--- config.mk ---
export PLATFORM = sky130hd
export DESIGN_NAME = bspline_basis_eval_top
export DESIGN_NICKNAME = d
export VERILOG_FILES = /design/src/bsb_pkg.sv /design/src/bsb_term_unit.sv /design/src/bsb_ctrl.sv /design/src/bspline_basis_eval_top.sv
export SDC_FILE = /design/constraint.sdc
export NUM_CORES = 2
export LEC_CHECK = 0
export ABC_AREA = 1
export CORE_ASPECT_RATIO = 0.9
export CORE_MARGIN = 2
export CORE_UTILIZATION = 37
export DETAILED_ROUTE_END_ITERATION = 16
export DONT_BUFFER_PORTS = 1
export MAX_ROUTING_LAYER = met4
export PLACE_DENSITY_LB_ADDON = 0.12
export SLEW_MARGIN = 20
export SYNTH_ARGS = -nofsm -noshare
export SYNTH_HDL_FRONTEND = slang
export SYNTH_SLANG_ARGS = --single-unit
--- constraint.sdc ---
create_clock -name i_clk -period 12.25 [get_ports i_clk]
set_input_delay 0.6125 -clock i_clk [delete_from_list [all_inputs] [get_ports i_clk]]
set_output_delay 0.6125 -clock i_clk [all_outputs]
set_load 0.1 [all_outputs]
--- src/bsb_pkg.sv ---
// Shared types, constants and the clamped knot function for the B-spline
// basis evaluator. No dependencies; every other file imports this package.
`default_nettype none

package bsb_pkg;

    // Fixed-point format and field widths
    localparam int FRAC_BITS     = 16;
    localparam int MAX_ORDER_DEF = 8;
    localparam int MAX_POINTS    = 256;
    localparam int LAST_MAX      = MAX_POINTS - 1;
    localparam int IDX_W         = 8;
    localparam int ORD_W         = 4;
    localparam int T_W           = 24;
    localparam int CFG_W         = 8;

    // Knot index and knot value widths (index reaches 255 + the order)
    localparam int KIW = 10;
    localparam int KW  = 10;

    // Datapath widths: signed distance, magnitude, node value, product,
    // quotient and term accumulator
    localparam int DW = KW + FRAC_BITS + 1;
    localparam int MW = DW - 1;
    localparam int VW = FRAC_BITS + 1;
    localparam int PW = MW + VW;
    localparam int XW = PW - FRAC_BITS;
    localparam int AW = XW + 2;
    localparam int CW = $clog2(XW);

    localparam logic [VW-1:0]    ONE_FX   = {1'b1, {FRAC_BITS{1'b0}}};
    localparam logic [IDX_W-1:0] LAST_RST = 8'd3;
    localparam logic [ORD_W-1:0] ORD_RST  = 4'd4;

    // Configuration register indexes
    typedef enum logic [0:0] {
        CFG_LAST_INDEX = 1'b0,
        CFG_KNOT_ORDER = 1'b1
    } t_cfg_reg;

    typedef struct packed {
        logic [IDX_W-1:0] last;
        logic [ORD_W-1:0] ord;
    } t_cfg;

    // Sequencer states
    typedef enum logic [2:0] {
        S_IDLE,
        S_INIT,
        S_SETUP,
        S_WAIT,
        S_WRITE,
        S_DONE
    } t_state;

    // Multiply-divide unit states
    typedef enum logic [1:0] {
        U_IDLE,
        U_MUL,
        U_DIV
    } t_unit_state;

    typedef struct packed {
        logic          start;
        logic [MW-1:0] mag;
        logic [VW-1:0] weight;
        logic [KW-1:0] span;
    } t_term_req;

    typedef struct packed {
        logic          done;
        logic [XW-1:0] quot;
    } t_term_rsp;

    // Clamped uniform knot vector: zero below the order, flat above last
    function automatic logic signed [KW-1:0] knot_at(
        input logic [KIW-1:0]   k,
        input logic [ORD_W-1:0] ord,
        input logic [IDX_W-1:0] last
    );
        logic signed [KW:0] ks;
        logic signed [KW:0] os;
        logic signed [KW:0] ls;
        logic signed [KW:0] r;
        ks = signed'({{(KW + 1 - KIW){1'b0}}, k});
        os = signed'({{(KW + 1 - ORD_W){1'b0}}, ord});
        ls = signed'({{(KW + 1 - IDX_W){1'b0}}, last});
        if (ks < os) begin
            r = '0;
        end else if (ks > ls) begin
            r = ls - os + (KW + 1)'(2);
        end else begin
            r = ks - os + (KW + 1)'(1);
        end
        return r[KW-1:0];
    endfunction

endpackage

`default_nettype wire

--- src/bsb_term_unit.sv ---
// Shared multiply-divide unit: |dist| * weight / (span * 2^FRAC_BITS),
// truncated. A multiply step, then one restoring quotient bit a cycle.
`default_nettype none

module bsb_term_unit import bsb_pkg::*; (
    input  wire logic      i_clk,
    input  wire logic      i_rst_n,
    input  wire t_term_req i_req,
    output t_term_rsp      o_rsp
);

    t_unit_state   r_state, n_state;
    logic [CW-1:0] r_cnt;
    logic          r_done;
    logic [MW-1:0] r_dist;
    logic [VW-1:0] r_weight;
    logic [KW-1:0] r_span;
    logic [KW-1:0] r_rem;
    logic [XW-1:0] r_quo;

    logic [PW-1:0] w_prod;
    logic [KW:0]   w_rem_sh;
    logic          w_ge;
    logic [KW:0]   w_rem_sub;
    logic          w_last;

    // Product and one restoring division step
    always_comb begin
        w_prod    = {{VW{1'b0}}, r_dist} * {{MW{1'b0}}, r_weight};
        w_rem_sh  = {r_rem, r_quo[XW-1]};
        w_ge      = (w_rem_sh >= {1'b0, r_span});
        w_rem_sub = w_ge ? (w_rem_sh - {1'b0, r_span}) : w_rem_sh;
        w_last    = (r_cnt == CW'(XW - 1));
    end

    // Next state
    always_comb begin
        n_state = r_state;
        case (r_state)
            U_IDLE: begin
                if (i_req.start) n_state = U_MUL;
            end
            U_MUL: begin
                n_state = U_DIV;
            end
            U_DIV: begin
                if (w_last) n_state = U_IDLE;
            end
            default: n_state = U_IDLE;
        endcase
    end

    // Outputs
    always_comb begin
        o_rsp.done = r_done;
        o_rsp.quot = r_quo;
    end

    // Control registers
    always_ff @(posedge i_clk) begin
        if (!i_rst_n) begin
            r_state <= U_IDLE;
            r_cnt   <= '0;
            r_done  <= 1'b0;
        end else begin
            r_state <= n_state;
            r_done  <= (r_state == U_DIV) && w_last;
            if (r_state == U_DIV) begin
                r_cnt <= r_cnt + CW'(1);
            end else begin
                r_cnt <= '0;
            end
        end
    end

    // Operand capture, product load, quotient shift
    always_ff @(posedge i_clk) begin
        case (r_state)
            U_IDLE: begin
                if (i_req.start) begin
                    r_dist   <= i_req.mag;
                    r_weight <= i_req.weight;
                    r_span   <= i_req.span;
                end
            end
            U_MUL: begin
                r_quo <= w_prod[PW-1:FRAC_BITS];
                r_rem <= '0;
            end
            U_DIV: begin
                r_rem <= w_rem_sub[KW-1:0];
                r_quo <= {r_quo[XW-2:0], w_ge};
            end
            default: begin
                r_rem <= r_rem;
            end
        endcase
    end

    a_start_idle: assert property (@(posedge i_clk) disable iff (!i_rst_n)
        i_req.start |-> r_state == U_IDLE)
        else $error("term unit started while busy");

    a_span_nonzero: assert property (@(posedge i_clk) disable iff (!i_rst_n)
        r_state == U_DIV |-> r_span != '0)
        else $error("division by a zero span");

    a_done_pulse: assert property (@(posedge i_clk) disable iff (!i_rst_n)
        r_done |=> !r_done)
        else $error("done held longer than one cycle");

endmodule

`default_nettype wire

--- src/bsb_ctrl.sv ---
// Sequencer for the Cox-de Boor triangle: order-1 level, then every node
// as two terms on the shared unit. Uses bsb_pkg; drives bsb_term_unit.
`default_nettype none

module bsb_ctrl import bsb_pkg::*; #(
    parameter  int MAX_ORDER = MAX_ORDER_DEF,
    localparam int NW        = $clog2(MAX_ORDER + 1)
) (
    input  wire logic             i_clk,
    input  wire logic             i_rst_n,
    input  wire t_cfg             i_cfg,
    input  wire logic             i_in_valid,
    output logic                  o_in_ready,
    input  wire logic [IDX_W-1:0] i_index,
    input  wire logic [NW-1:0]    i_order,
    input  wire logic [T_W-1:0]   i_t,
    output logic                  o_out_valid,
    input  wire logic             i_out_ready,
    output logic [VW-1:0]         o_value,
    output t_term_req             o_req,
    input  wire t_term_rsp        i_rsp
);

    localparam int JW = $clog2(MAX_ORDER);

    t_state              r_state, n_state;
    logic [IDX_W-1:0]    r_i;
    logic [NW-1:0]       r_n;
    logic [NW-1:0]       r_j;
    logic [NW-1:0]       r_m;
    logic                r_term;
    logic [T_W-1:0]      r_t;
    logic                r_sign;
    logic signed [AW-1:0] r_acc;
    logic [VW-1:0]       r_node [MAX_ORDER];
    logic                r_out_valid;
    logic [VW-1:0]       r_out_value;

    logic [KIW-1:0]       w_base;
    logic [KIW-1:0]       w_lo_idx;
    logic [KIW-1:0]       w_hi_idx;
    logic signed [KW-1:0] w_k_lo;
    logic signed [KW-1:0] w_k_hi;
    logic signed [DW-1:0] w_kl_fx;
    logic signed [DW-1:0] w_kh_fx;
    logic signed [DW-1:0] w_t_fx;
    logic signed [DW-1:0] w_dist;
    logic signed [DW-1:0] w_dist_abs;
    logic signed [KW:0]   w_span;
    logic signed [KW:0]   w_span_abs;
    logic                 w_on;
    logic [NW-1:0]        w_rd_sum;
    logic [VW-1:0]        w_lower;
    logic                 w_skip;
    logic                 w_sign;
    logic signed [AW-1:0] w_q;
    logic signed [AW-1:0] w_acc_next;
    logic [VW-1:0]        w_clamped;
    logic                 w_accept;
    logic                 w_load_out;
    logic                 w_last_j_init;
    logic                 w_last_j;
    logic                 w_last_m;

    // Knot pair, distance, span and node operand of the current term
    always_comb begin
        w_base   = KIW'(r_i) + KIW'(r_j);
        w_lo_idx = w_base + KIW'(r_term);
        if (r_state == S_INIT) begin
            w_hi_idx = w_base + KIW'(1);
        end else begin
            w_hi_idx = w_base + KIW'(r_term) + KIW'(r_m) - KIW'(1);
        end
        w_k_lo  = knot_at(w_lo_idx, i_cfg.ord, i_cfg.last);
        w_k_hi  = knot_at(w_hi_idx, i_cfg.ord, i_cfg.last);
        w_kl_fx = $signed({{(DW - KW - FRAC_BITS){w_k_lo[KW-1]}}, w_k_lo,
                           {FRAC_BITS{1'b0}}});
        w_kh_fx = $signed({{(DW - KW - FRAC_BITS){w_k_hi[KW-1]}}, w_k_hi,
                           {FRAC_BITS{1'b0}}});
        w_t_fx  = $signed({{(DW - T_W){1'b0}}, r_t});

        // Order-1 span test, closed at the curve end
        w_on = ((w_kl_fx <= w_t_fx) && (w_t_fx < w_kh_fx)) ||
               ((w_t_fx == w_kh_fx) && (w_lo_idx == KIW'(i_cfg.last)));

        w_dist     = r_term ? (w_kh_fx - w_t_fx) : (w_t_fx - w_kl_fx);
        w_dist_abs = w_dist[DW-1] ? -w_dist : w_dist;
        w_span     = $signed({w_k_hi[KW-1], w_k_hi}) - $signed({w_k_lo[KW-1], w_k_lo});
        w_span_abs = w_span[KW] ? -w_span : w_span;
        w_sign     = w_dist[DW-1] ^ w_span[KW];

        w_rd_sum = r_j + NW'(r_term);
        w_lower  = r_node[w_rd_sum[JW-1:0]];
        // Zero span drops the term; a zero node gives a zero term
        w_skip   = (w_span == '0) || (w_lower == '0);
    end

    // Term accumulation and node clamp
    always_comb begin
        w_q        = $signed({{(AW - XW){1'b0}}, i_rsp.quot});
        w_acc_next = r_sign ? (r_acc - w_q) : (r_acc + w_q);
        if (r_acc[AW-1]) begin
            w_clamped = '0;
        end else if (r_acc > $signed({{(AW - VW){1'b0}}, ONE_FX})) begin
            w_clamped = ONE_FX;
        end else begin
            w_clamped = r_acc[VW-1:0];
        end
    end

    // Loop bounds and handshakes
    always_comb begin
        w_accept      = i_in_valid && (r_state == S_IDLE);
        w_load_out    = (r_state == S_DONE) && (!r_out_valid || i_out_ready);
        w_last_j_init = (r_j == r_n - NW'(1));
        w_last_j      = (r_j == r_n - r_m);
        w_last_m      = (r_m == r_n);
    end

    // Next state
    always_comb begin
        n_state = r_state;
        case (r_state)
            S_IDLE: begin
                if (w_accept) begin
                    n_state = (i_order == '0) ? S_DONE : S_INIT;
                end
            end
            S_INIT: begin
                if (w_last_j_init) begin
                    n_state = (r_n == NW'(1)) ? S_DONE : S_SETUP;
                end
            end
            S_SETUP: begin
                if (!w_skip) begin
                    n_state = S_WAIT;
                end else if (r_term) begin
                    n_state = S_WRITE;
                end
            end
            S_WAIT: begin
                if (i_rsp.done) begin
                    n_state = r_term ? S_WRITE : S_SETUP;
                end
            end
            S_WRITE: begin
                n_state = (w_last_j && w_last_m) ? S_DONE : S_SETUP;
            end
            S_DONE: begin
                if (w_load_out) n_state = S_IDLE;
            end
            default: n_state = S_IDLE;
        endcase
    end

    // Outputs
    always_comb begin
        o_in_ready   = (r_state == S_IDLE);
        o_out_valid  = r_out_valid;
        o_value      = r_out_value;
        o_req.start  = (r_state == S_SETUP) && !w_skip;
        o_req.mag    = w_dist_abs[MW-1:0];
        o_req.weight = w_lower;
        o_req.span   = w_span_abs[KW-1:0];
    end

    // Control registers
    always_ff @(posedge i_clk) begin
        if (!i_rst_n) begin
            r_state     <= S_IDLE;
            r_out_valid <= 1'b0;
        end else begin
            r_state <= n_state;
            if (w_load_out) begin
                r_out_valid <= 1'b1;
            end else if (i_out_ready) begin
                r_out_valid <= 1'b0;
            end
        end
    end

    // Item fields, loop counters, accumulator and node row
    always_ff @(posedge i_clk) begin
        case (r_state)
            S_IDLE: begin
                if (w_accept) begin
                    r_i    <= i_index;
                    r_n    <= i_order;
                    r_t    <= i_t;
                    r_j    <= '0;
                    r_term <= 1'b0;
                end
            end
            S_INIT: begin
                r_node[r_j[JW-1:0]] <= w_on ? ONE_FX : '0;
                if (w_last_j_init) begin
                    r_j    <= '0;
                    r_m    <= NW'(2);
                    r_term <= 1'b0;
                    r_acc  <= '0;
                end else begin
                    r_j <= r_j + NW'(1);
                end
            end
            S_SETUP: begin
                if (!w_skip) begin
                    r_sign <= w_sign;
                end else if (!r_term) begin
                    r_term <= 1'b1;
                end
            end
            S_WAIT: begin
                if (i_rsp.done) begin
                    r_acc <= w_acc_next;
                    if (!r_term) r_term <= 1'b1;
                end
            end
            S_WRITE: begin
                r_node[r_j[JW-1:0]] <= w_clamped;
                r_acc  <= '0;
                r_term <= 1'b0;
                if (w_last_j) begin
                    r_j <= '0;
                    r_m <= r_m + NW'(1);
                end else begin
                    r_j <= r_j + NW'(1);
                end
            end
            S_DONE: begin
                if (w_load_out) begin
                    r_out_value <= (r_n == '0) ? '0 : r_node[0];
                end
            end
            default: begin
                r_term <= 1'b0;
            end
        endcase
    end

    a_done_in_wait: assert property (@(posedge i_clk) disable iff (!i_rst_n)
        i_rsp.done |-> r_state == S_WAIT)
        else $error("term result arrived outside the wait state");

    a_level_range: assert property (@(posedge i_clk) disable iff (!i_rst_n)
        r_state == S_SETUP |-> (r_m >= NW'(2)) && (r_m <= r_n))
        else $error("triangle level out of range");

    a_value_unit: assert property (@(posedge i_clk) disable iff (!i_rst_n)
        r_out_valid |-> r_out_value <= ONE_FX)
        else $error("basis value above one");

endmodule

`default_nettype wire

--- src/bspline_basis_eval_top.sv ---
// Top level of the B-spline basis evaluator: configuration registers,
// order clamp, sequencer and shared multiply-divide unit. Uses bsb_pkg.
//
//   channel   direction  handshake                  payload
//   in        input      i_in_valid / o_in_ready    control_index, basis_order, param_t
//   out       output     o_out_valid / i_out_ready  basis_value
//   cfg       input      i_cfg_we                   i_cfg_addr, i_cfg_data
//
// One item at a time. Order 0 goes straight to a zero result; otherwise
// the order-1 level is set first, then per triangle node two terms and a write.
// On the shared unit a term is a multiply, 27 quotient bits and a hand-back;
// a term with a zero span or zero lower node is skipped. Synchronous
// active-low reset
// restores last_index 3 and knot_order 4. The result waits in an output
// register, so the next item is taken while it stalls.
`default_nettype none

module bspline_basis_eval_top import bsb_pkg::*; #(
    parameter int MAX_ORDER = MAX_ORDER_DEF
) (
    input  wire logic             i_clk,
    input  wire logic             i_rst_n,
    input  wire logic             i_in_valid,
    output logic                  o_in_ready,
    input  wire logic [IDX_W-1:0] i_control_index,
    input  wire logic [ORD_W-1:0] i_basis_order,
    input  wire logic [T_W-1:0]   i_param_t,
    output logic                  o_out_valid,
    input  wire logic             i_out_ready,
    output logic [VW-1:0]         o_basis_value,
    input  wire logic             i_cfg_we,
    input  wire logic             i_cfg_addr,
    input  wire logic [CFG_W-1:0] i_cfg_data
);

    localparam int NW = $clog2(MAX_ORDER + 1);

    t_cfg          r_cfg, n_cfg;
    logic [NW-1:0] w_order;
    t_term_req     w_req;
    t_term_rsp     w_rsp;

    // Register writes; saturate last_index to the last point index (LAST_MAX)
    always_comb begin
        n_cfg = r_cfg;
        if (i_cfg_we) begin
            case (t_cfg_reg'(i_cfg_addr))
                CFG_LAST_INDEX: begin
                    if (int'(i_cfg_data) > LAST_MAX) begin
                        n_cfg.last = IDX_W'(LAST_MAX);
                    end else begin
                        n_cfg.last = i_cfg_data[IDX_W-1:0];
                    end
                end
                CFG_KNOT_ORDER: begin
                    n_cfg.ord = i_cfg_data[ORD_W-1:0];
                end
                default: begin
                    n_cfg = r_cfg;
                end
            endcase
        end
    end

    always_ff @(posedge i_clk) begin
        if (!i_rst_n) begin
            r_cfg.last <= LAST_RST;
            r_cfg.ord  <= ORD_RST;
        end else begin
            r_cfg <= n_cfg;
        end
    end

    // Clamp the requested order to the triangle depth
    always_comb begin
        if (int'(i_basis_order) > MAX_ORDER) begin
            w_order = NW'(MAX_ORDER);
        end else begin
            w_order = NW'(i_basis_order);
        end
    end

    bsb_ctrl #(
        .MAX_ORDER (MAX_ORDER)
    ) u_ctrl (
        .i_clk       (i_clk),
        .i_rst_n     (i_rst_n),
        .i_cfg       (r_cfg),
        .i_in_valid  (i_in_valid),
        .o_in_ready  (o_in_ready),
        .i_index     (i_control_index),
        .i_order     (w_order),
        .i_t         (i_param_t),
        .o_out_valid (o_out_valid),
        .i_out_ready (i_out_ready),
        .o_value     (o_basis_value),
        .o_req       (w_req),
        .i_rsp       (w_rsp)
    );

    bsb_term_unit u_term (
        .i_clk   (i_clk),
        .i_rst_n (i_rst_n),
        .i_req   (w_req),
        .o_rsp   (w_rsp)
    );

endmodule

`default_nettype wire
; After elaboration in Yosys (flattened, before gate mapping)
; Memories as Yosys holds them, arrays and structs flattened. A register that Yosys moved wholly into a read port is not among the register bits.
; Cells that the tools add are included.
[op_classes]
n_addsub = 25
n_mux = 52
bitwise = 5
mul = 1
n_reduce_logical = 36
magnitude_cmp = 9
eq_ne = 23
[op_table]
columns = op, n
row1 = $mux W29, 3
row2 = $pmux W29 S3, 1
row3 = $mux W10, 7
row4 = $mux W17, 4
row5 = $pmux W27 S2, 1
row6 = $mul A26 B17 Y43, 1
row7 = $mux W3, 10
row8 = $add A29 B28 Y29, 1
row9 = $gt A29 B18 Y1 const B, 1
row10 = $sub A29 B28 Y29, 1
row11 = $mux W27, 1
row12 = $sub A25 B26 Y27, 1
row13 = $sub A26 B25 Y27, 1
row14 = $eq A25 B26 Y1, 1
row15 = $le A26 B25 Y1, 1
row16 = $lt A25 B26 Y1, 1
row17 = $mux W26, 1
row18 = $neg A26 Y26, 1
row19 = $mux W4, 6
row20 = $add A10 B2 Y10 const B, 2
row21 = $gt A10 B8 Y1, 2
row22 = $lt A10 B4 Y1, 2
row23 = $pmux W10 S2, 1
row24 = $sub A10 B4 Y10, 2
row25 = 52 further kinds, 98
[totals]
ff_bits = 189
mem_bits_rw = 136
input_bits = 50
memories = 1
[memory_table]
columns = memory, depth, word_bits, read_ports, rd_clocked_by_memory_dff, write_ports, line_no
row1 = u_ctrl.r_node, 8, 17, 2, 1, 1, bsb_ctrl.sv:35  ; logic [VW-1:0] r_node [MAX_ORDER];

; Depth between registers and ports, before layout
[depth]
ltp_word = 16
depth_mapped = 50
depth_no_buf = 49

; Cells and area by module
; Synthesis repeated with hierarchy kept, for this count alone.
[hier_totals]
hier_cells = 4488
area_unflattened_um2 = 36321.1
[by_module_without_submodules]
columns = module, n_inst, cells_each, seq_area_each_um2, area_each_um2
row1 = bsb_term_unit, 1, 2363, 2862.7, 18841.8
row2 = bsb_ctrl, 1, 2048, 6926.6, 16957.5
row3 = bspline_basis_eval_top, 1, 77, 240.2, 521.8

; Worst setup path after synthesis
; No wires, ideal clock.
[synth_timing]
path_kind = register -> register
from = reg u_ctrl.r_j[0]
to = reg u_term.r_dist[0] (enable)
setup_ps = 465
path_stages_with_launch = 37
slack_ps = 3641
arrival_time_ps = 8144
cell_sequence = edfxtp_1 > ha_1 > fa_1 > ha_1 > xor2_1 > ha_1 > inv_1 > ha_1 > a21o_1 > a21oi_1 > nor2_1 > inv_1 > o21ai_0 > xor2_1 > o21ai_0 > inv_1 > ha_1 > nand2_1 > nor3_1 > nand4_1 > nand2_2 > inv_2 > buf_4 > a21oi_1 > o21ai_0 > nand2_1 > inv_1 > ha_1 > inv_1 > nor3_1 > a211oi_1 > nand3_2 > nand2_4 > nor2_2 > nand2_2 > nand3_2 > nor2_1
[synth_via]
elab_chain_len = 15
word_cells_on_any_way = 27
classes_between = add/sub (11) / order compare (4) / mux (5) / reduce/logical (6) / memory (1)
[synth_lines]
columns = item, line_no
row1 = from (decl), bsb_ctrl.sv:29  ; logic [NW-1:0] r_j;
row2 = from (signal assigned), bsb_ctrl.sv:202  ; r_j <= r_j + NW'(1);
row3 = from (signal assigned), bsb_ctrl.sv:226  ; r_j <= r_j + NW'(1);
row4 = $add A8 B4 Y9, bsb_ctrl.sv:67  ; w_base = KIW'(r_i) + KIW'(r_j);
row5 = $add A10 B1 Y10, "bsb_ctrl.sv:68, bsb_ctrl.sv:72"
row6 = $add A10 B4 Y10, bsb_ctrl.sv:72  ; w_hi_idx = w_base + KIW'(r_term) + KIW'(r_m) - KIW'(1);
row7 = $sub A10 B1 Y10, bsb_ctrl.sv:72
row8 = $mux W10, bsb_ctrl.sv:69  ; if (r_state == S_INIT) begin
row9 = $sub A10 B4 Y10, bsb_pkg.sv:93  ; r = ks - os + (KW + 1)'(1);
row10 = $add A10 B2 Y10, bsb_pkg.sv:93
row11 = $mux W10, bsb_pkg.sv:90  ; end else if (ks > ls) begin
row12 = $mux W10, bsb_pkg.sv:88  ; if (ks < os) begin
row13 = $sub A10 B10 Y11, bsb_ctrl.sv:88  ; w_span = $signed({w_k_hi[KW-1], w_k_hi}) - $signed({w_k_lo[KW-1], w_k_lo});
row14 = $logic_not A11 Y1, bsb_ctrl.sv:95  ; w_skip = (w_span == '0) || (w_lower == '0);
row15 = $logic_or A1 B1 Y1 (*), bsb_ctrl.sv:95
row16 = $logic_not A1 Y1 (*), --
row17 = $logic_and A1 B1 Y1 (*), bsb_ctrl.sv:161  ; o_req.start = (r_state == S_SETUP) && !w_skip;
row18 = $reduce_and A2 Y1 (no source line) (*), --
row19 = to (signal assigned), bsb_term_unit.sv:81  ; r_dist <= i_req.mag;
row20 = to (decl), bsb_term_unit.sv:15  ; logic [MW-1:0] r_dist;
; Mark *: on every way between the ends. The rest lies on a longest branch, timed or not.
; A chain may end at the register's enable or synchronous reset.

; Final worst setup path
[layout_timing]
from = reg u_ctrl.r_j[0]
to = reg u_term.r_weight[11] (enable)
[layout_via]
elab_chain_len = 15
word_cells_on_any_way = 27
classes_between = add/sub (11) / order compare (4) / mux (5) / reduce/logical (6) / memory (1)
[layout_lines]
columns = item, line_no
row1 = $add A8 B4 Y9, bsb_ctrl.sv:67
row2 = $add A10 B1 Y10, "bsb_ctrl.sv:68, bsb_ctrl.sv:72"
row3 = $add A10 B4 Y10, bsb_ctrl.sv:72
row4 = $sub A10 B1 Y10, bsb_ctrl.sv:72
row5 = $mux W10, bsb_ctrl.sv:69
row6 = $sub A10 B4 Y10, bsb_pkg.sv:93
row7 = $add A10 B2 Y10, bsb_pkg.sv:93
row8 = $mux W10, bsb_pkg.sv:90
row9 = $mux W10, bsb_pkg.sv:88
row10 = $sub A10 B10 Y11, bsb_ctrl.sv:88
row11 = $logic_not A11 Y1, bsb_ctrl.sv:95
row12 = $logic_or A1 B1 Y1 (*), bsb_ctrl.sv:95
row13 = $logic_not A1 Y1 (*), --
row14 = $logic_and A1 B1 Y1 (*), bsb_ctrl.sv:161
row15 = $reduce_and A2 Y1 (no source line) (*), --
row16 = to (signal assigned), bsb_term_unit.sv:82  ; r_weight <= i_req.weight;
row17 = to (decl), bsb_term_unit.sv:16  ; logic [VW-1:0] r_weight;
; Marked as above.

==> impl_metrics.env <==
export IMPL_fmax_ghz=0.1255
export IMPL_boundaryPins=69
export IMPL_cts_setup_buffers=0
export IMPL_status="finished clean"
export IMPL_synth_seq_cells=342
export IMPL_synth_area_leaders="edfxtp_1 (27%), fa_1 (21%), ha_1 (9.5%), inv_1 (9.2%), nand2_1 (8.9%)"
export IMPL_cts_resized=0
export IMPL_tightest_slew_ns=1.125
export IMPL_instances_no_fill=5375
export IMPL_initial_core_util=0.3752
export IMPL_critPathMaxStageDelay_ns=0.58
export IMPL_syn_to_final_growth_pct=8.133
export IMPL_cts_tree="built"
export IMPL_syn_area_per_cell_um2=8.418
export IMPL_die_area_um2=97040
export IMPL_clkTransAtPathRegs_ns=0.06
export IMPL_antenna_found_initial=3
export IMPL_synthesis_instances=4156
export IMPL_maxCapViolations=0
export IMPL_grt_setup_unrepaired="false"
export IMPL_multi_input_area_um2=21180
export IMPL_synth_top_area_cell="edfxtp_1"
export IMPL_cp_required_ns=12.46
export IMPL_synth_warnings=0
export IMPL_start_kind="register"
export IMPL_hp_class="primary input to register"
export IMPL_cts_made_buffers=40
export IMPL_grt_max_degree=72
export IMPL_antenna_left=0
export IMPL_fin_crit_ns=7.971
export IMPL_relSlewSlack=0.2501
export IMPL_core_area_um2=93240
export IMPL_wl_per_cell_um=17.23
export IMPL_setup_viol=0
export IMPL_tns_ns=0
export IMPL_holdCritStartpoint="i_param_t[14]"
export IMPL_grt_use_total=0.2001
export IMPL_drive_above_1_share=0.04937
export IMPL_die_h_um=295.7
export IMPL_ctsHtreeMaxLevel=2
export IMPL_die_x_um=328.1
export IMPL_final_max_slew_violation_count=0
export IMPL_yosysSeqAreaShare=0.2867
export IMPL_arrival_ns=8.18
export IMPL_grt_pass1_vias=26570
export IMPL_synthArstFlopShare=0
export IMPL_clock_skew_ns=0.04040
export IMPL_clock_path_buffers=3
export IMPL_crit_top_cell="inv_1"
export IMPL_cts_sinks=342
export IMPL_drt_total_wl_um=92600
export IMPL_timing_final_crit_share=0.6507
export IMPL_first_iter_violations=1420
export IMPL_hold_viol_final=0
export IMPL_fillers=9486
export IMPL_syn_area_um2=34990
export IMPL_port_buffer_count=0
export IMPL_drc=0
export IMPL_regArea_um2=10030
export IMPL_clock_latency_ns=0.60
export IMPL_reg2reg_from="u_ctrl.r_j[0]$_DFFE_PP_"
export IMPL_nNetsFinal=4786
export IMPL_ctsHoldBuffers=0
export IMPL_grt_pass1_wl_um=148200
export IMPL_grt_overflow=0
export IMPL_place_congestion=0.9028
export IMPL_dr_pass1_iters=6
export IMPL_root_buffer="clkbuf_16"
export IMPL_path_max_fanout=54
export IMPL_slowest_stage="fa_1"
export IMPL_synthFlopType="edfxtp_1"
export IMPL_startpoint="u_ctrl.r_j[0]$_DFFE_PP_"
export IMPL_hold_ws_ns=0.1325
export IMPL_vias_per_cell=4.879
export IMPL_final_common_cell="inv_1"
export IMPL_layout_common_cells="inv_1 (854), nand2_1 (830), fa_1 (368)"
export IMPL_yosysTopAreaCellShare=0.2729
export IMPL_placedCellCount=5300
export IMPL_vias=26220
export IMPL_dpl_hpwl_um=71070
export IMPL_worstSetupEndpointType="register"
export IMPL_rows=106
export IMPL_synth_edff_count=318
export IMPL_ys_types=63
export IMPL_crit_type="register to register"
==> final timing paths <==
path / end / slack [ns] / cells after the start
setup / recovery: u_term.r_weight[11]$_DFFE_PP_ / 4.28 / 37
hold / removal: u_ctrl.r_t[14]$_DFFE_PP_ / 0.13 / 0
setup reg to reg: u_term.r_weight[11]$_DFFE_PP_ / 4.28 / 37
hold reg to reg: u_term.r_cnt[0]$_SDFF_PN0_ / 0.47 / 1
==> per-layer routing <==
layer  share of wire  up-vias  GRT usage
li1                -    12980          -
met1            0.48    12690     0.2766
met2            0.46      462     0.3220
met3           0.036       97    0.01632
met4           0.019        0    0.04421
met5               0        -          -
==> cell families after synthesis <==
family          share of synthesized area
flops                              0.2867
compound gates                    0.09155
xor+xnor                          0.03272
other cells                     0.0001072
buf+inv                            0.1100
mux                             0.0005722
fa+ha+maj                          0.3061
simple gates                       0.1723
==> stage by stage <==
stage | worst slack, ns | area [um^2] | util
after floorplan | 3.641 | 34990 | -
after global placement | 4.453 | 36410 | 0.3905
after detailed placement | 4.310 | 36410 | 0.3905
after CTS | 4.267 | 37790 | 0.4053
after global routing | 3.542 | 37830 | 0.4058
final | 4.279 | 37830 | 0.4058
==> cells in the mapped netlist, types with 29 or more instances <==
| master | count |
|---|---|
| inv_1 | 855 |
| nand2_1 | 830 |
| fa_1 | 368 |
| nor2_1 | 321 |
| edfxtp_1 | 318 |
| ha_1 | 267 |
| o21ai_0 | 243 |
| a21oi_1 | 215 |
| clkbuf_1 | 139 |
| nand3_1 | 115 |
| xor2_1 | 92 |
| nor3_1 | 53 |
| a31oi_1 | 40 |
| xnor2_1 | 35 |
| or2_2 | 29 |
==> area by class of cell <==
cell class	count	share of cell area
diodes	1	0.00006615
clock buffers	50	0.02798
clock inverters	23	0.008334
inverters	865	0.08582
multi-input cells	2796	0.5600
flip-flops and latches	342	0.2651
well taps	1242	0.04108
repair buffers	56	0.01164
==> critical path: cells and delay by family (launching register included) <==
kind	cells	cell delay (ns)
adders and majority gates	6	2.15
DFF	1	0.53
and+or+nand+nor	15	1.80
buffers and inverters	9	1.43
xor gates and xnor gates	2	0.40
AOI/OAI and AO/OA	5	1.25
==> sequential cells by signal, indices dropped and copies added (netlist names), 3 cells and up <==
name	flops
u_ctrl.r_j	4
u_term.r_cnt	5
u_term.r_span	10
u_term.r_weight	17
u_term.r_dist	26
u_ctrl.r_n	4
r_cfg	12
u_term.r_rem	10
u_ctrl.r_t	24
u_ctrl.r_acc	29
u_ctrl.r_state	3
u_ctrl.o_value	17
u_ctrl.r_node	136
u_term.r_quo	27
u_ctrl.r_i	8
u_ctrl.r_m	4
Power is not shown: default switching activity piles up to over one toggle a cycle in this logic, so the estimate is an artifact.
